--- config.mk ---
export PLATFORM = sky130hd
export DESIGN_NAME = token_bucket_shaper_unit
export DESIGN_NICKNAME = d
export VERILOG_FILES = /design/src/rtl/tbs_pkg.sv /design/src/rtl/tbs_ram.sv /design/src/rtl/tbs_queue.sv /design/src/rtl/token_bucket_shaper_unit.sv
export SDC_FILE = /design/constraint.sdc
export NUM_CORES = 1
export LEC_CHECK = 0
export BUFFER_PORTS_ARGS = -buffer_cell sky130_fd_sc_hd__buf_2
export CORE_ASPECT_RATIO = 1.25
export CORE_MARGIN = 2
export CORE_UTILIZATION = 34
export DETAILED_ROUTE_END_ITERATION = 7
export PLACE_DENSITY_LB_ADDON = 0.1
export SYNTH_ARGS = -nofsm -noshare
export SYNTH_HDL_FRONTEND = slang
export SYNTH_SLANG_ARGS = --single-unit
--- constraint.sdc ---
create_clock -name clk -period 6.7 [get_ports clk]
set_clock_uncertainty 0.2 [all_clocks]
set_input_delay 1.34 -clock clk [delete_from_list [all_inputs] [get_ports clk]]
set_output_delay 1.34 -clock clk [all_outputs]
set_load 0.03 [all_outputs]
--- src/rtl/tbs_pkg.sv ---
package tbs_pkg;

	// Field widths of the stream payloads
	localparam int MODE_W    = 1;
	localparam int TAG_W     = 16;
	localparam int TOKEN_W   = 16;
	localparam int FILL_W    = 7;
	localparam int OUTCOME_W = 3;

	localparam int S_TDATA_W = 16;
	localparam int M_TDATA_W = 40;

	// Register indexes on the configuration port
	localparam logic CFG_BUCKET_SIZE = 1'b0;
	localparam logic CFG_QUEUE_LIMIT = 1'b1;

	localparam logic [TOKEN_W-1:0] BUCKET_SIZE_RST = 16'd16;
	localparam logic [FILL_W-1:0]  QUEUE_LIMIT_RST = 7'd64;

	typedef enum logic [MODE_W-1:0] {
		MODE_TICK   = 1'b0,
		MODE_PACKET = 1'b1
	} mode_t;

	typedef enum logic [OUTCOME_W-1:0] {
		OUT_FORWARDED     = 3'd0,
		OUT_QUEUED        = 3'd1,
		OUT_DROPPED       = 3'd2,
		OUT_TICK_IDLE     = 3'd3,
		OUT_TICK_RELEASED = 3'd4
	} outcome_t;

	// Queue request from the shaper control to the tag queue
	typedef struct packed {
		logic             push;
		logic             pop;
		logic [TAG_W-1:0] tag;
	} queue_req_t;

endpackage

--- src/rtl/tbs_ram.sv ---
module tbs_ram #(
	parameter int WIDTH = 16,
	parameter int DEPTH = 64
) (
	input  logic                                   clk,
	input  logic                                   we,
	input  logic [(DEPTH > 1 ? $clog2(DEPTH) : 1)-1:0] waddr,
	input  logic [WIDTH-1:0]                       wdata,
	input  logic [(DEPTH > 1 ? $clog2(DEPTH) : 1)-1:0] raddr,
	output logic [WIDTH-1:0]                       rdata
);

	logic [WIDTH-1:0] mem [DEPTH];

	always_ff @(posedge clk) begin
		if (we) begin
			mem[waddr] <= wdata;
		end
		rdata <= mem[raddr];
	end

endmodule

--- src/rtl/tbs_queue.sv ---
module tbs_queue #(
	parameter int DEPTH    = 64,
	parameter int TAG_BITS = 16
) (
	input  logic                               clk,
	input  logic                               arst_n,
	input  tbs_pkg::queue_req_t                req,
	output logic [tbs_pkg::TAG_W-1:0]          head_tag,
	output logic [tbs_pkg::FILL_W-1:0]         fill
);
	import tbs_pkg::*;

	localparam int AW = (DEPTH > 1) ? $clog2(DEPTH) : 1;
	localparam int SW = (TAG_BITS < TAG_W) ? TAG_BITS : TAG_W;
	localparam logic [AW-1:0] LAST_SLOT = AW'(DEPTH - 1);

	logic [AW-1:0]     head_q, tail_q, head_d, tail_d;
	logic [FILL_W-1:0] fill_q;
	logic [SW-1:0]     rdata;
	logic              byp_q;
	logic [SW-1:0]     byp_data_q;

	always_comb begin
		head_d = head_q;
		tail_d = tail_q;
		if (req.pop) begin
			head_d = (head_q == LAST_SLOT) ? '0 : head_q + AW'(1);
		end
		if (req.push) begin
			tail_d = (tail_q == LAST_SLOT) ? '0 : tail_q + AW'(1);
		end
	end

	// Read address is the next head pointer so the head entry is on rdata, but for a push into that slot
	tbs_ram #(
		.WIDTH(SW),
		.DEPTH(DEPTH)
	) u_ram (
		.clk   (clk),
		.we    (req.push),
		.waddr (tail_q),
		.wdata (req.tag[SW-1:0]),
		.raddr (head_d),
		.rdata (rdata)
	);

	always_ff @(posedge clk or negedge arst_n) begin
		if (!arst_n) begin
			head_q <= '0;
			tail_q <= '0;
			fill_q <= '0;
			byp_q  <= 1'b0;
		end else begin
			head_q <= head_d;
			tail_q <= tail_d;
			if (req.push && !req.pop) begin
				fill_q <= fill_q + FILL_W'(1);
			end else if (req.pop && !req.push) begin
				fill_q <= fill_q - FILL_W'(1);
			end
			// write into the slot being read this cycle: RAM returns stale data
			byp_q <= req.push && (tail_q == head_d);
		end
	end

	always_ff @(posedge clk) begin
		byp_data_q <= req.tag[SW-1:0];
	end

	assign head_tag = TAG_W'(byp_q ? byp_data_q : rdata);
	assign fill     = fill_q;

	a_no_pop_empty: assert property (@(posedge clk) disable iff (!arst_n)
		req.pop |-> fill_q != '0)
		else $error("pop from empty tag queue");

	a_no_push_full: assert property (@(posedge clk) disable iff (!arst_n)
		req.push |-> 32'(fill_q) < DEPTH)
		else $error("push into full tag queue");

	a_fill_tracks: assert property (@(posedge clk) disable iff (!arst_n)
		req.push && !req.pop |=> fill_q == $past(fill_q) + FILL_W'(1))
		else $error("fill count did not follow push");

endmodule

--- src/rtl/token_bucket_shaper_unit.sv ---
// Token bucket shaper.
// Input stream (s_*): one beat is either a token tick (s_tuser = 0) or a
// packet arrival (s_tuser = 1) carrying its tag in s_tdata.
// Output stream (m_*): exactly one result beat per input beat, in order.
// m_tuser holds the outcome; m_tdata holds sent tag, token count and queue
// fill after the step.
// Configuration: cfg_we/cfg_index/cfg_wdata writes bucket_size (index 0,
// which also refills the bucket) or queue_limit (index 1). Write only while
// no beat is in flight.
// A beat waits in the input register (s1); its result is registered when
// s1 advances, which m_tready can stall. Throughput: one beat per cycle
// unless stalled; each step is one queue access and one token update. The
// tag RAM prefetches the queue head, so back-to-back releases need no wait.
// Reset: bucket full at 16 tokens, queue_limit 64, queue empty. No clearing
// pass; queue entries are only read after being written.
// Stall: while m_tready is low the result holds, and one further beat is
// taken into the input register before s_tready falls.
module token_bucket_shaper_unit #(
	parameter int QUEUE_DEPTH = 64,
	parameter int TAG_BITS    = 16
) (
	input  logic                              clk,
	input  logic                              arst_n,
	input  logic                              s_tvalid,
	output logic                              s_tready,
	input  logic [tbs_pkg::S_TDATA_W-1:0]     s_tdata,  // [15:0] packet_tag
	input  logic [tbs_pkg::MODE_W-1:0]        s_tuser,  // [0] mode
	output logic                              m_tvalid,
	input  logic                              m_tready,
	// [15:0] sent_tag, [31:16] tokens_now, [38:32] waiting_count, [39] zero
	output logic [tbs_pkg::M_TDATA_W-1:0]     m_tdata,
	output logic [tbs_pkg::OUTCOME_W-1:0]     m_tuser,  // [2:0] outcome
	input  logic                              cfg_we,
	input  logic                              cfg_index,
	input  logic [tbs_pkg::TOKEN_W-1:0]       cfg_wdata
);
	import tbs_pkg::*;

	localparam int SW = (TAG_BITS < TAG_W) ? TAG_BITS : TAG_W;

	logic [TOKEN_W-1:0] bucket_q, tokens_q, tokens_d, tok_inc;
	logic [FILL_W-1:0]  limit_q, eff_limit, fill;
	logic [TAG_W-1:0]   head_tag;

	logic               s1_valid;
	mode_t              s1_mode;
	logic [TAG_W-1:0]   s1_tag;

	logic               advance;
	outcome_t           outcome_d;
	logic [TAG_W-1:0]   sent_d;
	queue_req_t         qreq;

	logic               out_valid_q;
	outcome_t           out_outcome_q;
	logic [TAG_W-1:0]   out_sent_q;
	logic [TOKEN_W-1:0] out_tokens_q;
	logic [FILL_W-1:0]  out_fill_q;

	assign advance  = s1_valid && (!out_valid_q || m_tready);
	assign s_tready = !s1_valid || advance;

	assign eff_limit = ({25'b0, limit_q} > 32'(QUEUE_DEPTH)) ? FILL_W'(QUEUE_DEPTH) : limit_q;
	assign tok_inc   = (tokens_q < bucket_q) ? tokens_q + TOKEN_W'(1) : tokens_q;

	always_comb begin
		tokens_d  = tokens_q;
		outcome_d = OUT_TICK_IDLE;
		sent_d    = '0;
		qreq.push = 1'b0;
		qreq.pop  = 1'b0;
		qreq.tag  = s1_tag;
		unique case (s1_mode)
			MODE_TICK: begin
				tokens_d = tok_inc;
				if (fill != '0 && tok_inc != '0) begin
					tokens_d  = tok_inc - TOKEN_W'(1);
					qreq.pop  = advance;
					sent_d    = head_tag;
					outcome_d = OUT_TICK_RELEASED;
				end
			end
			MODE_PACKET: begin
				priority if (tokens_q != '0 && fill == '0) begin
					tokens_d  = tokens_q - TOKEN_W'(1);
					sent_d    = s1_tag;
					outcome_d = OUT_FORWARDED;
				end else if (fill < eff_limit) begin
					qreq.push = advance;
					outcome_d = OUT_QUEUED;
				end else begin
					outcome_d = OUT_DROPPED;
				end
			end
			default: ;
		endcase
	end

	tbs_queue #(
		.DEPTH    (QUEUE_DEPTH),
		.TAG_BITS (TAG_BITS)
	) u_queue (
		.clk      (clk),
		.arst_n   (arst_n),
		.req      (qreq),
		.head_tag (head_tag),
		.fill     (fill)
	);

	always_ff @(posedge clk or negedge arst_n) begin
		if (!arst_n) begin
			bucket_q    <= BUCKET_SIZE_RST;
			tokens_q    <= BUCKET_SIZE_RST;
			limit_q     <= QUEUE_LIMIT_RST;
			s1_valid    <= 1'b0;
			out_valid_q <= 1'b0;
		end else begin
			if (cfg_we) begin
				unique case (cfg_index)
					CFG_BUCKET_SIZE: begin
						bucket_q <= cfg_wdata;
						tokens_q <= cfg_wdata;
					end
					CFG_QUEUE_LIMIT: limit_q <= cfg_wdata[FILL_W-1:0];
					default: ;
				endcase
			end else if (advance) begin
				tokens_q <= tokens_d;
			end
			if (s_tready) begin
				s1_valid <= s_tvalid;
			end
			if (advance) begin
				out_valid_q <= 1'b1;
			end else if (m_tready) begin
				out_valid_q <= 1'b0;
			end
		end
	end

	always_ff @(posedge clk) begin
		if (s_tready && s_tvalid) begin
			s1_mode <= mode_t'(s_tuser);
			s1_tag  <= TAG_W'(s_tdata[SW-1:0]);
		end
		if (advance) begin
			out_outcome_q <= outcome_d;
			out_sent_q    <= sent_d;
			out_tokens_q  <= tokens_d;
			out_fill_q    <= fill + FILL_W'(qreq.push) - FILL_W'(qreq.pop);
		end
	end

	assign m_tvalid = out_valid_q;
	assign m_tuser  = out_outcome_q;
	assign m_tdata  = {1'b0, out_fill_q, out_tokens_q, out_sent_q};

	a_tokens_bounded: assert property (@(posedge clk) disable iff (!arst_n)
		tokens_q <= bucket_q)
		else $error("token count above bucket size");

	a_fwd_queue_empty: assert property (@(posedge clk) disable iff (!arst_n)
		advance && outcome_d == OUT_FORWARDED |-> fill == '0 && !qreq.push)
		else $error("packet forwarded past waiting packets");

	a_result_follows: assert property (@(posedge clk) disable iff (!arst_n)
		advance |=> out_valid_q && out_tokens_q == tokens_q)
		else $error("result register does not match token state");

endmodule

== Word-level counts from Yosys, hierarchy flattened ==
Memories as Yosys holds them, arrays and structs flattened. A register that Yosys moved wholly into a read port is not among the register bits.
Cells that the tools add are included.
Widths: inputs -> output; s select.
Storage, ports and cells
  flip-flop bits (word level): 136
  memory bits (writable): 1024
  memories: 1
Operators by class
  $add $sub $neg: 9
  $lt $le $gt $ge: 3
  eq/ne operators: 4
  mux-type cells: 30
  bitwise logic cells: 2
  reductions and logical operators: 23
Memory list
  u_queue.u_ram.mem: words 64, bits a word 16, rd ports 1, clocked after Yosys merged registers in 1, write ports 1, RTL line tbs_ram.sv:13  | logic [WIDTH-1:0] mem [DEPTH];
Operators with widths (number)
  $mux 16: 9
  $pmux 16 s2: 2
  $reduce_bool 16->1: 2
  $sub 16x1->16 const B: 2
  $mux 7: 3
  $mux 6: 3
  $add 16x1->16 const B: 1
  $lt 16x16->1: 1
  $add 6x1->6 const B: 2
  $eq 6x6->1 const B: 2
  $mux 1: 9
  $add 7x1->7: 1
  $add 7x1->7 const B: 1
  $gt 7x7->1 const B: 1
  $logic_and 1x1->1: 7
  $logic_not 7->1: 1
  $lt 7x7->1: 1
  $reduce_bool 7->1: 1
  $sub 7x1->7: 1
  $sub 7x1->7 const B: 1
  $eq 6x6->1: 1
  $pmux 3 s2: 1
  $reduce_and 2->1: 3
  $reduce_bool 2->1: 3
  other kinds (6): 12

== Depth between registers and ports, before layout ==
Gate-level depths: netlist of run 1.
  depth in word-level cells: 10
  gate-level depth with buffers: 24
  mapped depth without buffers: 24

== By module ==
From an unflattened synthesis of run 1, not the netlist that was laid out.
Second synthesis, totals
  cell total of the unflattened synthesis: 2600
  area, all modules: 47941.0 µm²
By module, submodules not included
  tbs_ram: times used 1, cells each 1829, area an instance 40042.2 µm²
  token_bucket_shaper_unit: times used 1, cells each 614, area an instance 6100.9 µm²
  tbs_queue: times used 1, cells each 157, area an instance 1798.0 µm²

== Worst setup path after synthesis of run 1 ==
OpenSTA, ideal clock, no wires.
  kind: input port to flip-flop
  start point: input m_tready
  end point: register u_queue.u_ram.rdata[6] (read register of u_queue.u_ram.mem)
  setup time: 142 ps
  arrival: 4948 ps
  setup slack: 1410 ps
  stages: 14
  cells stage by stage: nand2b_1 -> nand2_1 -> inv_1 -> nand2_1 -> or4_1 -> mux2i_1 -> nor2_1 -> buf_2 -> buf_2 -> a211oi_1 -> a311oi_1 -> a31o_2 -> a211oi_1 -> a211oi_2
Between the ends
  word-level cells in the longest chain between the ends: 5
Ends and longest elaborated chain
  start, declared: RTL line token_bucket_shaper_unit.sv:29  | input logic m_tready,
  $logic_or 1x1->1: RTL line token_bucket_shaper_unit.sv:60  | assign advance = s1_valid && (!out_valid_q || m_tready);
  $logic_and 1x1->1: RTL line token_bucket_shaper_unit.sv:60
  via advance: RTL line token_bucket_shaper_unit.sv:49  | logic advance;
  $mux 1: RTL line token_bucket_shaper_unit.sv:76  | if (fill != '0 && tok_inc != '0) begin
  $mux 1: RTL line token_bucket_shaper_unit.sv:73  | unique case (s1_mode)
  $mux 6: RTL line tbs_queue.sv:26  | if (req.pop) begin
  end, declared: RTL line tbs_ram.sv:10  | output logic [WIDTH-1:0] rdata
The timed path passes the listed nets, and every way through them passes these cells.
A chain may end at the register's enable or synchronous reset.

== Worst setup path in the final report of run 1 ==
  start point: register tokens_q[15]
  end point: register u_queue.u_ram.rdata[11] (read register of u_queue.u_ram.mem)
Between the ends
  word-level cells in the longest chain between the ends: 7
  elaborated cells on any way between the ends: 8
  those cells by class: add/sub: 1; order compare: 1; mux: 4; reduce/logical: 2
Ends and longest elaborated chain
  start, declared: RTL line token_bucket_shaper_unit.sv:41  | logic [TOKEN_W-1:0] bucket_q, tokens_q, tokens_d, tok_inc;
  start signal, assigned: RTL line token_bucket_shaper_unit.sv:122  | tokens_q <= cfg_wdata;
  start signal, assigned: RTL line token_bucket_shaper_unit.sv:128  | tokens_q <= tokens_d;
  $add 16x1->16 / $lt 16x16->1 (equally long branches): RTL line token_bucket_shaper_unit.sv:64  | assign tok_inc = (tokens_q < bucket_q) ? tokens_q + TOKEN_W'(1) : tokens_q;
  $mux 16 *: RTL line token_bucket_shaper_unit.sv:64
  $reduce_bool 16->1 *: RTL line token_bucket_shaper_unit.sv:76
  $logic_and 1x1->1 *: RTL line token_bucket_shaper_unit.sv:76
  $mux 1 *: RTL line token_bucket_shaper_unit.sv:76
  $mux 1 *: RTL line token_bucket_shaper_unit.sv:73
  $mux 6 *: RTL line tbs_queue.sv:26
Every way passes the cells marked *; elsewhere a longest branch is shown, timed or not.

==> flow_summary_export.csv, run 1 <==
group,metric,value,unit
grt,grtUsageTotal,19.7,%
grt,grt-ovfl-total,0,
cells_and_area,drive_gt1_share,15.8,%
placement,dpl.hpwl,86200,µm
worst_setup_path,cp-start-kind,"flop",
clock_tree,clockRootBuffer,"clkbuf_16",
cells_and_area,final_cell_mix,"edfxtp_1 (1,083), nand2_1 (611), a21oi_1 (250)",
cells_and_area,design_area,55800,µm²
logic_synthesis,synth_seq_area_share,72.0,%
pwr,p_leak,19.1,nW
clock_tree,numCtsBuffers,121,
timing,finalHoldViolations,0,
grt,grt_max_degree,140,
pwr,power_density,431,nW/µm²
worst_setup_path,r2r-start,"tokens_q[15]",
floorplan,die-area,145000,µm²
clock_tree,cts.sinks,1176,
worst_hold_path,holdPathStages,1,
detailed_routing,drtAntennaViolNets,0,
logic_synthesis,async_flop_share,5.19,%
timing,period_needed,6.37,ns
clock_tree,ctsHtreeMaxLevel,3,
detailed_routing,drt_drc_violations_left,0,
clock_tree,clkSlewWorstSetupHoldPaths,0.06,ns
worst_setup_path,critPathMaxFanout,58,
run,drv_cap,0,
timing,rsz0062_at_grt,"no",
logic_synthesis,ys_warn_count,0,
clock_tree,ctsLongestPathBuffers,3,
worst_hold_path,min_from,"bucket_q[8]",
cells_and_area,syn_to_final_growth,15.9,%
logic_synthesis,ys_types,79,
worst_setup_path,crit_type,"reg2reg",
run_status,outcome,"finished, final reports clean",
timing,post-route-period-util,95.0,%
placement,place.gp.congestion,0.815,
placement,placed_area,51800,µm²
detailed_routing,via_per_inst,5.17,
worst_hold_path,min_to,"bucket_q[8]",
worst_setup_path,r2r-end,"u_queue.u_ram.rdata[11]",
timing,whs,0.278,ns
grt,antenna_found_initial,0,
timing,tns,0,ns
placement,dp.cells,5384,
worst_setup_path,r2r_slack,0.33,ns
detailed_routing,drt_iter0_drc,2096,
cells_and_area,stdcell_count,5613,
cells_and_area,diodes,0,
grt,grt_pass1_vias,28600,
logic_synthesis,syn_area_per_cell,14.0,µm²
timing,max_freq,157,MHz
logic_synthesis,syn_inst,3447,
placement,port_buffers,82,
cells_and_area,layout.nets,3717,
logic_synthesis,synth_edf_count,1083,
timing,worstMarginPinSlew,1.04,ns
grt,grt_first_pass_wirelength,208000,µm
floorplan,die_w,341,µm
timing,setup_violations,0,
worst_setup_path,required,7.15,ns
worst_hold_path,hold_class,"reg2reg",
detailed_routing,firstDrtPassIters,6,
worst_setup_path,worst_ep_arrival_time,6.82,ns
floorplan,die_h,425,µm
cells_and_area,final_common_cell,"edfxtp_1",
logic_synthesis,synth_seq_cells,1176,
detailed_routing,totalWireLength,144000,µm
clock_tree,cts_tree,"done",
detailed_routing,wl_per_cell,25.7,µm
floorplan,pin_count,84,
clock_tree,clock_latency,0.76,ns
floorplan,coreArea,141000,µm²
floorplan,rows,154,
logic_synthesis,syn-num-nets,3530,
cells_and_area,fill_cells,13100,
logic_synthesis,synth.cell_area,48200,µm²
clock_tree,cts_setup_buffers,0,
logic_synthesis,synth_top_flop_cell,"edfxtp_1",
floorplan,start_util,34.2,%
detailed_routing,route.vias.total,29000,
worst_setup_path,crit_path_end_kind,"flop",
pwr,ir_worst_vdd,0.388,mV
worst_setup_path,reg2reg_depth,22,
timing,finalMaxSlewViolations,0,
timing,slew_headroom,31.0,%
## where the power goes
part,total [mW],switching [mW],internal [mW]
Combinational,8.58,5.71,2.86
Sequential,8.59,0.232,8.36
Clock,6.88,2.93,3.95
Total,24.0,8.88,15.2
## logic make-up (layout without fill, tap and decap cells)
logic type	count (synthesis)	after routing	synth area share, %
compound gates	675	675	9.59
xor+xnor	55	55	1.02
fa+ha+maj	44	44	1.17
buf+inv	267	561	2.47
flops	1176	1176	72.0
mux	211	211	4.57
other cells	1	1	0.00779
simple gates	1018	1018	9.14
## metal layers
layer  share of wire, %  GRT usage [%]  up-vias  routed length (µm)
met5                  0              0        -                   0
met4                2.9           6.77        0                4170
met3                3.6           2.26      171                5260
met2                 52           35.4      621               75600
met1                 41           24.5    14800               59300
li1                   -              -    13500                   -
## final cells by class
class                      instances  area [µm²]  area share (%)
inverter                          46         190           0.341
sequential                      1176       34700            62.1
clock inverter                    75         757            1.36
tap                             1872        2340            4.20
multi-input combinational       2004       12400            22.2
timing repair buffer             285        2190            3.92
clock buffer                     155        3270            5.86
## stage by stage
step / util, % / power (mW) / setup slack [ns]
floorplan: - / 14.0 / 1.41
global placement: 36.8 / 17.5 / 0.124
detailed placement: 36.8 / 17.4 / 0.174
CTS: 39.6 / 24.4 / 0.126
global route: 39.6 / 25.2 / 0.00563
finish: 39.6 / 24.0 / 0.332
## timing repair
action / CTS / global route
gates resized for setup: 0 / 5
hold buffers: 0 / 0
setup endpoints to repair: 0 / 8
## critical path: stages (launching register included)
cell and delay (ns):
dfrtp_1 0.46, ha_1 0.35, nand4_1 0.17, o221ai_1 0.48, a31o_2 0.28, nor2_1 0.09
xnor2_1 0.15, ha_1 0.20, and3_1 0.17, nand4_1 0.11, o2bb2ai_1 0.21, nor4b_4 0.52
buf_4 0.24, mux2i_4 0.25, nor2_4 0.11, inv_8 0.26, buf_12 0.35, buf_4 0.35
nand2_1 0.10, a221oi_1 0.52, nor4_1 0.16, a21o_1 0.25, a211oi_1 0.21
## cells in the mapped netlist, drive strengths merged (33+ instances only)
cell	number	area share, %
a211oi	66	1.1
a21oi	250	2.6
a221oi	96	1.7
a31o	34	0.62
buf	116	1.3
clkbuf	105	0.82
dfrtp	58	3.0
edfxtp	1083	68
ha	42	1.1
inv	46	0.36
mux2	59	1.4
mux2i	152	3.2
nand2	611	4.8
nand3	167	1.7
nor2	109	0.87
nor4	39	0.55
o21a	38	0.59
o21ai	54	0.56
o221ai	33	0.60
xnor2	34	0.63
## how the worst max path moves through the flow
stage          slack, ns          from                 endpoint
2_1_floorplan       1.41      m_tready   u_queue.u_ram.rdata[6]
3_3_place_gp        0.12  tokens_q[15]   u_queue.u_ram.rdata[6]
3_5_place_dp        0.17  tokens_q[15]   u_queue.u_ram.rdata[2]
4_1_cts             0.13  tokens_q[15]   u_queue.u_ram.rdata[2]
5_1_grt            0.006  tokens_q[15]   u_queue.u_ram.rdata[2]
6_report            0.33  tokens_q[15]  u_queue.u_ram.rdata[11]
## sequential cells by signal (all words and copies together) (netlist names), 3 cells and up
| signal | cells |
|---|---|
| u_queue.u_ram.mem | 1024 |
| u_queue.u_ram.rdata | 16 |
| limit_q | 7 |
| u_queue.tail_q | 6 |
| u_queue.fill | 7 |
| out_tokens_q | 16 |
| out_sent_q | 16 |
| u_queue.head_q | 6 |
| u_queue.byp_data_q | 16 |
| out_fill_q | 7 |
| tokens_q | 16 |
| bucket_q | 16 |
| s1_tag | 16 |
| m_tuser | 3 |
Power figures use the tool's default switching activity.
==> run 2, diff against run 1 <==
Settings changed: BUFFER_PORTS_ARGS -buffer_cell sky130_fd_sc_hd__buf_2 to -buffer_cell sky130_fd_sc_hd__clkbuf_2, PLACE_DENSITY from default to 0.5, PLACE_DENSITY_LB_ADDON 0.1 to default.
==> flow_summary_export.csv, run 2 (synthesis results as in run 1) <==
group,metric,value,unit
timing,max_freq,156,MHz
placement,placed_area,51700,µm²
detailed_routing,wl_per_cell,24.5,µm
cells_and_area,multiInputGateArea,12300,µm²
detailed_routing,via_per_inst,5.25,
worst_setup_path,cp-start-kind,"flop",
floorplan,coreArea,141000,µm²
floorplan,die-area,145000,µm²
timing,period_needed,6.42,ns
grt,grt_first_pass_wirelength,200000,µm
timing,tns,0,ns
worst_setup_path,worstPathCellList,"ha_1 > nand4_1 > a211oi_1 > a31oi_2 > nand2_1 > mux2i_1 > ha_1 > and3_1 > nand4_1 > o2bb2ai_1 > or4b_2 > o2111ai_1 > a22o_1 > nand2b_1 > nor4_1 > a21o_1 > a211oi_2",
cells_and_area,syn_to_final_growth,15.5,%
timing,worstMarginPinSlew,1.09,ns
placement,dpl.hpwl,81200,µm
worst_setup_path,critPathMaxFanout,16,
pwr,power.total,23.7,mW
floorplan,die_w,341,µm
worst_hold_path,hold_class,"reg2reg",
worst_setup_path,slowest_stage,"nor4_1",
cells_and_area,stdcell_count,5613,
placement,port_buffers,82,
clock_tree,ctsLongestPathBuffers,3,
pwr,power_density,427,nW/µm²
timing,slew_headroom,26.8,%
run,drv_cap,0,
cells_and_area,fill_cells,13100,
cells_and_area,drive_gt1_share,15.1,%
detailed_routing,drtAntennaViolNets,0,
detailed_routing,totalWireLength,138000,µm
clock_tree,cts_tree,"done",
pwr,ir_worst_vdd,0.358,mV
grt,antenna_found_initial,1,
worst_setup_path,r2r-start,"tokens_q[8]",
cells_and_area,design_area,55600,µm²
floorplan,pin_count,84,
timing,finalHoldViolations,0,
timing,setup_violations,0,
detailed_routing,drt_drc_violations_left,0,
grt,grt_max_degree,105,
detailed_routing,route.vias.total,29400,
cells_and_area,largest-register,"u_queue.u_ram.mem",
detailed_routing,drt_iter0_drc,2368,
worst_hold_path,holdPathStages,1,
grt,grt_pass1_vias,28900,
worst_hold_path,min_to,"bucket_q[8]",
worst_hold_path,min_from,"bucket_q[8]",
pwr,p_leak,19.1,nW
worst_setup_path,max_stage_delay,1.08,ns
clock_tree,cts.sinks,1176,
floorplan,die_h,425,µm
detailed_routing,top_layer,"met4",
floorplan,start_util,34.2,%
clock_tree,ctsHtreeMaxLevel,3,
clock_tree,clock_latency,0.75,ns
worst_setup_path,crit_type,"reg2reg",
detailed_routing,firstDrtPassIters,5,
cells_and_area,largest_reg_flops,1024,
cells_and_area,final_cell_mix,"edfxtp_1 (1,083), nand2_1 (611), a21oi_1 (250)",
worst_setup_path,crit_path_start,"tokens_q[8]",
clock_tree,hold_buffers,0,
cells_and_area,regArea,34700,µm²
worst_setup_path,crit_family,"simple AND/OR/NAND/NOR gates",
worst_setup_path,crit_path_end_kind,"flop",
grt,grtUsageTotal,18.7,%
worst_setup_path,required,7.10,ns
placement,dp.cells,5384,
detailed_routing,met2_length,70100,µm
detailed_routing,wl_met3,5860,µm
worst_setup_path,reg2reg_depth,17,
worst_setup_path,r2r-end,"u_queue.u_ram.rdata[8]",
timing,post-route-period-util,95.9,%
floorplan,rows,154,
timing,finalMaxSlewViolations,0,
cells_and_area,diodes,0,
run_status,outcome,"finished, final reports clean",
timing,rsz0062_at_grt,"no",
worst_setup_path,worst_ep_arrival_time,6.82,ns
grt,grt-ovfl-total,0,
detailed_routing,wl_met1,57900,µm
cells_and_area,final_common_cell,"edfxtp_1",
clock_tree,numCtsBuffers,120,
clock_tree,clockRootBuffer,"clkbuf_16",
worst_setup_path,critPathBufInv,0,
clock_tree,clkSlewWorstSetupHoldPaths,0.06,ns
cells_and_area,layout.nets,3718,
placement,place.gp.congestion,0.846,
worst_setup_path,r2r_slack,0.28,ns
-- run 2: cell types whose count changed in the layout (fill, tap and decap cells not counted), moves of 5 or more --
cell	previous run	this run
clkinv_2	34	26
buf_2	82	1
buf_4	182	187
nor2_2	8	0
clkinv_1	15	24
clkbuf_1	26	31
clkbuf_2	0	81
nor2_1	98	107
-- run 2: layout make-up --
| class | count | area share (%) |
|---|---|---|
| flip-flops and latches | 1176 | 62.4 |
| multi-input cells | 2004 | 22.2 |
| clock buffers | 159 | 5.85 |
| well taps | 1872 | 4.21 |
| repair buffers | 287 | 3.90 |
| clock inverters | 69 | 1.12 |
| inverters | 46 | 0.342 |
-- run 2: layer usage --
metal	global-route usage, %	vias to the layer above
met1	23.8	15100
met3	2.20	163
met5	0	-
met4	5.98	0
met2	33.0	734
li1	-	13500
-- run 2: how the worst max path moves through the flow --
stage,to,cells after the start
final,u_queue.u_ram.rdata[8],17
after global routing,u_queue.u_ram.rdata[1],23
after CTS,u_queue.u_ram.rdata[1],20
after detailed placement,u_queue.u_ram.rdata[1],20
after global placement,u_queue.u_ram.rdata[1],21
after floorplan,u_queue.u_ram.rdata[6],14
-- run 2: timing repair --
item / 4_1_cts / 5_1_grt
endpoints found under the setup margin: 0 / 16
endpoints found under the hold margin: 0 / 0
gates resized for setup: 0 / 3
setup buffers: 0 / 2
-- run 2: power breakdown --
part / internal (mW) / total, mW / switching [mW]
combinational: 2.93 / 8.52 / 5.59
clock: 3.75 / 6.61 / 2.86
sequential: 8.36 / 8.59 / 0.233
total: 15.0 / 23.7 / 8.68
-- run 2: stage by stage --
stage	hold slack, ns	setup slack, ns	utilization, %
floorplan	0.247	1.41	-
global placement	0.263	0.0638	36.7
detailed placement	0.268	0.0381	36.7
CTS	0.281	0.00929	39.5
global route	0.286	0.0372	39.5
finish	0.281	0.276	39.5
-- run 2: worst register-to-register path: cells and delay by family (launching register included) --
family | cells | cell delay [ns]
AND/OR/NAND/NOR | 7 | 2.92
flip-flops | 1 | 0.50
AO/OA/AOI/OAI | 7 | 1.79
multiplexers | 1 | 0.25
adder cells (fa/ha/maj) | 2 | 0.58
